==> src/design/bezier_point_and_heading_macros.svh <==
// Assertion macros for the Bezier point and heading block.
`ifndef BEZIER_POINT_AND_HEADING_MACROS_SVH
`define BEZIER_POINT_AND_HEADING_MACROS_SVH
`ifndef SYNTHESIS
`define BPH_ASSERT_IMP(lbl, clk, rst_n, a, b) \
    lbl: assert property (@(posedge clk) disable iff (!rst_n) (a) |-> (b)) \
        else $error("assertion failed");
`define BPH_ASSERT_NXT(lbl, clk, rst_n, a, b) \
    lbl: assert property (@(posedge clk) disable iff (!rst_n) (a) |=> (b)) \
        else $error("assertion failed");
`else
`define BPH_ASSERT_IMP(lbl, clk, rst_n, a, b)
`define BPH_ASSERT_NXT(lbl, clk, rst_n, a, b)
`endif
`endif

==> src/design/bph_pkg.sv <==
// Shared types, constants and helpers for the Bezier point and heading block.
package bph_pkg;
    localparam int CORDIC_STAGES = 16;
    localparam int ATAN_TAB_LEN  = 24;
    localparam int LERP_STAGES   = 4;
    localparam int PIPE_DEPTH    = LERP_STAGES + CORDIC_STAGES + 1;
    localparam int CW            = 45;   // CORDIC x/y width
    localparam int ZW            = 34;   // Q4.30 angle accumulator
    localparam logic signed [15:0] PI_Q13      = 16'sd25736;
    localparam logic signed [15:0] HALF_PI_Q13 = 16'sd12868;
    localparam logic [16:0] ONE_T = 17'd65536;
    localparam logic [1:0] CMD_LINE = 2'd0;
    localparam logic [1:0] CMD_QUAD = 2'd1;

    typedef logic signed [23:0] t_coord;

    // CORDIC state handed from cell to cell
    typedef struct packed {
        logic                 valid;
        logic signed [CW-1:0] x;
        logic signed [CW-1:0] y;
        logic signed [ZW-1:0] z;
        logic                 neg;    // dy < 0: add pi
        logic                 dyz;    // dy == 0
        logic                 axlt;   // ax < bx
        t_coord               rx;
        t_coord               ry;
    } t_cord;

    function automatic logic signed [ZW-1:0] atan_q30(input int i);
        case (i)
            0: atan_q30 = 34'sd843314857;
            1: atan_q30 = 34'sd497837829;
            2: atan_q30 = 34'sd263043837;
            3: atan_q30 = 34'sd133525159;
            4: atan_q30 = 34'sd67021687;
            5: atan_q30 = 34'sd33543516;
            6: atan_q30 = 34'sd16775851;
            7: atan_q30 = 34'sd8388437;
            8: atan_q30 = 34'sd4194283;
            9: atan_q30 = 34'sd2097149;
            default: atan_q30 = 34'sd1 <<< (30 - i);
        endcase
    endfunction

    // a + round((b - a) * t / 2^16), saturated
    function automatic t_coord lerp(input t_coord a, input t_coord b, input logic [16:0] t);
        logic signed [24:0] d;
        logic signed [42:0] p;
        logic signed [26:0] s;
        d = 25'(b) - 25'(a);
        p = 43'(d) * $signed({1'b0, t}) + 43'sd32768;
        s = 27'(a) + 27'(p >>> 16);
        if (s > 27'sd8388607) lerp = 24'sh7FFFFF;
        else if (s < -27'sd8388608) lerp = 24'sh800000;
        else lerp = s[23:0];
    endfunction
endpackage

==> src/design/bph_cordic_cell.sv <==
// One vectoring CORDIC iteration, registered.
module bph_cordic_cell import bph_pkg::*; (
    input  logic       i_clk,
    input  logic       i_rst_n,
    input  logic [4:0] i_stage,
    input  t_cord      i_d,
    output t_cord      o_d
);
    t_cord r_d, n_d;
    always_comb begin
        n_d = i_d;
        if (i_d.y < 0) begin
            n_d.x = i_d.x - (i_d.y >>> i_stage);
            n_d.y = i_d.y + (i_d.x >>> i_stage);
            n_d.z = i_d.z - atan_q30(int'(i_stage));
        end else begin
            n_d.x = i_d.x + (i_d.y >>> i_stage);
            n_d.y = i_d.y - (i_d.x >>> i_stage);
            n_d.z = i_d.z + atan_q30(int'(i_stage));
        end
    end
    always_ff @(posedge i_clk) begin
        r_d <= n_d;
        if (!i_rst_n) r_d.valid <= 1'b0;
    end
    assign o_d = r_d;
endmodule

==> config.mk <==
export PLATFORM = sky130hd
export DESIGN_NAME = bph_cordic_cell
export DESIGN_NICKNAME = d
export VERILOG_FILES = /design/src/design/bezier_point_and_heading_macros.svh /design/src/design/bph_pkg.sv /design/src/design/bph_cordic_cell.sv
export SDC_FILE = /design/constraint.sdc
export NUM_CORES = 1
export LEC_CHECK = 0
export CORE_ASPECT_RATIO = 1.5
export CORE_MARGIN = 2
export CORE_UTILIZATION = 52
export DETAILED_ROUTE_END_ITERATION = 12
export DONT_BUFFER_PORTS = 1
export PLACE_DENSITY_LB_ADDON = 0.08
export SLEW_MARGIN = 10
export SYNTH_ARGS = -nofsm -noshare
export SYNTH_HDL_FRONTEND = slang
export SYNTH_SLANG_ARGS = --single-unit
==> constraint.sdc <==
create_clock -name i_clk -period 8 [get_ports i_clk]
set_input_delay 0.8 -clock i_clk [delete_from_list [all_inputs] [get_ports i_clk]]
set_output_delay 0.8 -clock i_clk [all_outputs]
set_load 0.01 [all_outputs]
* Word level (Yosys, flattened, before mapping) *
Cells that the tools add are included.

word-level totals
  output and inout bits = 176
  register bits after elaboration = 176
  input port bits = 183
  logic and storage cells = 34

operators by class
  add/subtract/negate cells = 7
  mux-type cells = 4
  shift operators = 3
  equality and inequality tests = 9
  order comparisons = 1
  reduce and logical (&&, ||, !) cells = 1

operators with widths
  operator                                                     number
  case mux 34 bit (10 select lines)                            1
  two-way mux 124 bit                                          1
  adder 45 bit                                                 2
  >>> shifter 45 x 5 -> 45 bit                                 2
  subtractor 45 bit                                            2
  two-way mux 34 bit                                           2
  less-than comparator 45 x 1 -> 1 bit, second input constant  1
  adder 34 bit                                                 1
  <<< shifter 2 x 32 -> 34 bit, first input constant           1
  subtractor 34 bit                                            1
  == test 5 x 3 -> 1 bit, second input constant                4
  == test 5 x 2 -> 1 bit, second input constant                2
  == test 5 x 4 -> 1 bit, second input constant                2
  subtractor 5 x 5 -> 6 bit, first input constant              1
  == test 5 x 1 -> 1 bit, second input constant                1
  logical NOT 5 bit                                            1

* Logic depth before layout (Yosys ltp) *
Gate-level depths: netlist of the first run.

  depth in word-level cells = 6
  mapped depth = 30
  gate-level depth less buffers = 23

* Least setup slack after synthesis of the first run *
Ideal clock, no wire load.

  kind = input port to flip-flop
  from = input port i_stage[0]
  to = register r_d (netlist bit o_d[129])
  setup slack = 1.376 ns
  library setup time = 0.130 ns
  stages = 28
  arrival = 6.495 ns
  required time = 7.870 ns
  path through = buf_6 -> buf_6 -> buf_6 -> buf_6 -> mux2_2 -> mux4_2 -> a221o_1 -> nand3_1 -> ha_1 -> nor4b_1 -> nand3_1 -> nor2_1 -> and4b_1 -> nor2b_1 -> buf_2 -> nor2_1 -> xor2_1 -> ha_1 -> a21o_1 -> a21o_1 -> a21oi_1 -> nand2b_1 -> a211oi_1 -> o31ai_1 -> a21oi_1 -> o21a_1 -> o32a_1 -> xnor3_1

RTL lines
  what                    RTL line               source
  start: declaration      bph_cordic_cell.sv:5   input logic [4:0] i_stage,
  end signal: assignment  bph_cordic_cell.sv:23  r_d <= n_d;
  end: declaration        bph_cordic_cell.sv:9   t_cord r_d, n_d;

==> impl_metrics.yaml, run 1 <==
synthesis:
  synthSimpleGateAreaFrac: 0.170
  syn-instance-count: 2549
  synth-warning-count: 0
  yosys.area.top_type: "dfxtp_1"
  synth.area.top_cells: "dfxtp_1, mux4_2, ha_1"
  synth_edf_count: 0
  syn_avg_cell_area_sq_um: 8.26
  synth_nets: 2864
  synth_ff_type: "dfxtp_1"
  synth_xor_area_frac: 0.0926
  async_reset_ff_frac: 0
  synth_area_sq_mm: 0.0211
  ys_seq_area_frac: 0.167
  synthAdderAreaFrac: 0.0795
  synth_compound_area_frac: 0.254
  synth_top_family_by_area: "compound AO/OA/AOI/OAI gates"
  synth_cell_type_count: 85
  synth_mux_area_frac: 0.188
  ys_ff_latch: 176
  synth_top_area_frac: 0.167
timing:
  holdWs_ns: 0.343
  setup_ws_ns: 1.03
  fin_setup_tns_ns: 0
  setup_viol: 0
  min_period_over_period: 0.871
  rsz0062_at_grt: "no"
  drv_slew: 0
  min_period_ns: 6.97
  clock.fmax_mhz: 144
  hold_viol: 0
  worst_pin_slew_ns: 1.27
  relSlewSlack: 0.131
clock_network:
  cts_tree: "done"
  numCtsBuffers: 17
  ctsResizeCount: 0
  h-tree-depth: 4
  cts_buffer_depth: 2
  cts.hold.buffers_added: 0
  clock_sink_count: 176
  cts_root_buffer: "clkbuf_16"
  cts.reportedPaths.clkPinSlew_ns: 0.09
  cts_setup_buffers: 0
die:
  initial_core_util: 0.525
  die-area_sq_mm: 0.0422
  io_pins: 359
  core-area_sq_mm: 0.0401
  die_w_microns: 168
  rows: 90
  die_y_microns: 250
finish:
  final_core_util: 0.544
  final_area_sq_mm: 0.0218
  largest_register_ffs: 176
  filler_cell_count: 3724
  final_common_cell: "a21oi_1"
  drive_gt1_frac: 0.108
  final_cell_mix: "a21oi_1, nand2_1, nor2_1"
  finalNetCount: 2758
  syn2layout_area_growth_pct: 3.65
  final_cells: 2963
placement:
  dpl.cell_count: 2930
  dp_worst_setup_slack_ns: 0.971
  hpwlAfterDp_mm: 64.6
  place_congestion: 1.10
  io_buffer_count: 0
  place_area_sq_mm: 0.0212
route:
  m1WireLength_mm: 30.9
  first_iter_violations: 2501
  top_layer_used: "met5"
  viasPerCell: 7.25
  wl_met2_mm: 39.6
  vias: 21500
  first_pass_iters: 6
  drc: 0
  ant_nets: 0
  routedWlPerCell_microns: 29.1
  wl_mm: 86.3
  wl_met3_mm: 8.90
global_route:
  grt.total_usage: 0.395
  grt_pass1_vias: 20700
  grt_first_pass_wirelength_mm: 128
  grt_max_degree: 174
  grt_overflow: 0
  antenna_found_initial: 2
worst_setup_path:
  arrival_ns: 7.29
  cp_max_fo: 120
  worstSetupPathType: "primary input to flop"
  cp.required_ns: 8.32
  cp-end-kind: "flop"
  crit_path_start_kind: "primary input"
power_and_ir_drop:
  p_leak_nw: 8.79
  total_power_mw: 4.43
  p_per_area_mw_per_mm2: 203
  peakVddDrop_mv: 0.155
min_path:
  hp-class: "primary input to flop"
run_status:
  status: "finished, final reports clean"
flow_run:
  drv_cap: 0
[power breakdown]
| group | internal, mW | switching (mW) |
|---|---|---|
| Clock | 0.438 | 0.484 |
| Combinational | 0.867 | 1.18 |
| Sequential | 1.19 | 0.269 |
| Total | 2.49 | 1.93 |
[cell usage after synthesis (all sizes together) (8+ instances only)]
cell,number
o22ai,37
nor3,51
clkbuf,77
buf,83
a31oi,48
nand2b,30
a21o,79
o311ai,9
o31a,8
o221ai,8
or3,11
a22oi,18
o2111ai,8
and3,26
ha,129
nor2b,38
mux4,97
o21a,31
a32oi,13
a21oi,214
nor4,18
a2111oi,8
a211oi,32
xor2,66
inv,63
a221oi,16
o211ai,21
nand3,49
a21boi,9
o21bai,19
a41oi,9
o32ai,10
nand4,21
nand2,206
nor2,185
mux2i,107
nor3b,11
o31ai,13
dfxtp,176
or2,12
o21ai,130
mux2,63
and2,32
xnor2,154
[layout make-up]
cell class / count / area (sq um) / area share
flip-flops and latches: 176 / 3520 / 0.161
clock inverters: 15 / 216 / 0.00992
repair buffers: 35 / 275 / 0.0126
clock buffers: 17 / 425 / 0.0195
inverters: 63 / 236 / 0.0108
well taps: 506 / 633 / 0.0290
multi-input cells: 2150 / 16500 / 0.757
diodes: 1 / 2.50 / 0.000115
[routing by layer]
metal  global-route usage  vias to the layer above
met2                0.647                     1451
met3               0.0923                      374
met1                0.459                    10200
met5                    0                        -
li1                     -                     9436
met4                0.263                        2
[logic make-up (layout without fill, tap and decap cells)]
kind of cell,count (synthesis),after routing
adders and majority gates,132,132
xor gates and xnor gates,221,221
other,0,1
and+or+nand+nor,723,723
muxes,267,267
buffers and inverters,223,130
DFF,176,176
AOI/OAI and AO/OA,807,807
[worst max-delay path, cell delays in order]
cell	delay (ns)
mux4_2	0.60
mux2i_1	0.96
o221ai_1	0.47
or4_4	0.63
nor4_4	0.52
nor4b_4	0.58
nor4_1	0.10
a21oi_1	0.14
o211ai_1	0.12
ha_1	0.49
nand4_1	0.16
o31a_1	0.37
o31ai_1	0.67
nor3b_1	0.13
a2111oi_0	0.47
[final timing paths]
path  cells past startpoint       end  slack (ns)       start
max                      15  o_d[167]        1.03  i_stage[2]
min                       0   o_d[40]        0.34     i_d[40]
Note: power is estimated with default switching activity, not from simulation.
==> run 2, diff against run 1 <==
Settings changed: PLACE_DENSITY from default to 0.67, PLACE_DENSITY_LB_ADDON 0.08 to default.
==> run 2 against run 1 <==
Net effect: critical endpoint is now o_d[129]; first-iteration DRC count shrank 1.2%; highest routed layer unchanged; fmax grew 0.67%; cell count grew 0.24%; sequential share of layout area is essentially flat; largest power group unchanged; critical path depth grew 8; critical path type unchanged; largest cell class unchanged.
==> impl_metrics.yaml, run 2 (synthesized netlist as in run 1, its figures left out) <==
clock_network:
  cts.reportedPaths.clkPinSlew_ns: 0.09
  cts_tree: "done"
  h-tree-depth: 4
  numCtsBuffers: 17
  ctsResizeCount: 0
  cts_buffer_depth: 2
  clock_sink_count: 176
  cts_setup_buffers: 0
  cts.hold.buffers_added: 0
  cts_root_buffer: "clkbuf_16"
worst_setup_path:
  cp_cell_sequence: "inv_2, mux2i_1, o211ai_1, nand3_1, ha_1, nor4b_1, nand3_1, nor2_1, and4b_1, nor2b_1, nor2_1, xor2_1, ha_1, a21o_1, a21o_1, a21oi_1, nand2b_1, a211oi_1, o31ai_1, a21oi_1, o21a_1, o32a_1, xnor3_1"
  cpLargestDelayFamily: "simple AND/OR/NAND/NOR gates"
  crit_path_start_kind: "primary input"
  cpPeakStageDelay_ns: 0.82
  path_buf_inv: 1
  arrival_ns: 7.26
  cp_max_fo: 131
  crit_slowest_cell: "inv_2"
  cp-end-kind: "flop"
  worstSetupPathType: "primary input to flop"
  cp.required_ns: 8.34
route:
  routedWlPerCell_microns: 29.5
  first_pass_iters: 6
  wl_mm: 87.5
  vias: 21400
  drc: 0
  first_iter_violations: 2472
  viasPerCell: 7.19
  ant_nets: 0
die:
  core-area_sq_mm: 0.0401
  die_y_microns: 250
  initial_core_util: 0.525
  io_pins: 359
  die-area_sq_mm: 0.0422
  rows: 90
  die_w_microns: 168
global_route:
  grt_pass1_vias: 20800
  antenna_found_initial: 6
  grt_overflow: 0
  grt.total_usage: 0.403
  grt_first_pass_wirelength_mm: 129
  grt_max_degree: 174
timing:
  setup_ws_ns: 1.08
  rsz0062_at_grt: "no"
  setup_viol: 0
  relSlewSlack: 0.227
  hold_viol: 0
  min_period_over_period: 0.865
  holdWs_ns: 0.343
  clock.fmax_mhz: 144
  worst_pin_slew_ns: 1.15
  min_period_ns: 6.92
  drv_slew: 0
  fin_setup_tns_ns: 0
placement:
  io_buffer_count: 0
  hpwlAfterDp_mm: 66.2
  place_congestion: 1.08
  dp_worst_setup_slack_ns: 0.936
  dpl.cell_count: 2938
finish:
  largest_register_ffs: 176
  finalNetCount: 2766
  final_common_cell: "a21oi_1"
  final_cells: 2970
  syn2layout_area_growth_pct: 3.84
  drive_gt1_frac: 0.111
  antennaDiodeCount: 0
  final_cell_mix: "a21oi_1, nand2_1, nor2_1"
power_and_ir_drop:
  total_power_mw: 4.43
  p_leak_nw: 8.83
  p_per_area_mw_per_mm2: 202
  peakVddDrop_mv: 0.148
flow_run:
  drv_cap: 0
min_path:
  hp-class: "primary input to flop"
run_status:
  status: "finished, final reports clean"
run 2: cell types whose count changed in the layout (fill, tap and decap cells not counted):
cell / delta
inv_6: -1
inv_12: +1
buf_12: -1
clkinv_4: +1
inv_8: +1
buf_4: +9
diode_2: -1
clkinv_8: -2
run 2: metrics by stage:
| stage | area, sq um | utilization |
|---|---|---|
| 2_1_floorplan | 21100 | - |
| 3_3_place_gp | 21200 | 0.530 |
| 3_5_place_dp | 21200 | 0.530 |
| 4_1_cts | 21900 | 0.545 |
| 5_1_grt | 21900 | 0.545 |
| 6_report | 21900 | 0.545 |
run 2: path summary, 6_finish.rpt:
path  startpoint  slack, ns       end  cells past startpoint
max   i_stage[1]       1.08  o_d[129]                     23
min      i_d[44]       0.34   o_d[44]                      0
run 2: where the power goes:
part	switching (mW)	internal [mW]
registers	0.272	1.19
clock network	0.472	0.438
logic	1.19	0.869
run 2: per-layer routing:
layer | GRT usage | routed length (microns)
met5 | 0 | 42
met4 | 0.286 | 7270
met3 | 0.106 | 8890
met2 | 0.663 | 40400
met1 | 0.450 | 30900
run 2: cell type report:
type,instances,area (sq um)
Sequential cell,176,3520
Clock buffer,17,425
Fill cell,3766,18200
Timing Repair Buffer,43,323
Inverter,63,236
Multi-Input combinational cell,2150,16500
Tap cell,506,633
Clock inverter,15,211
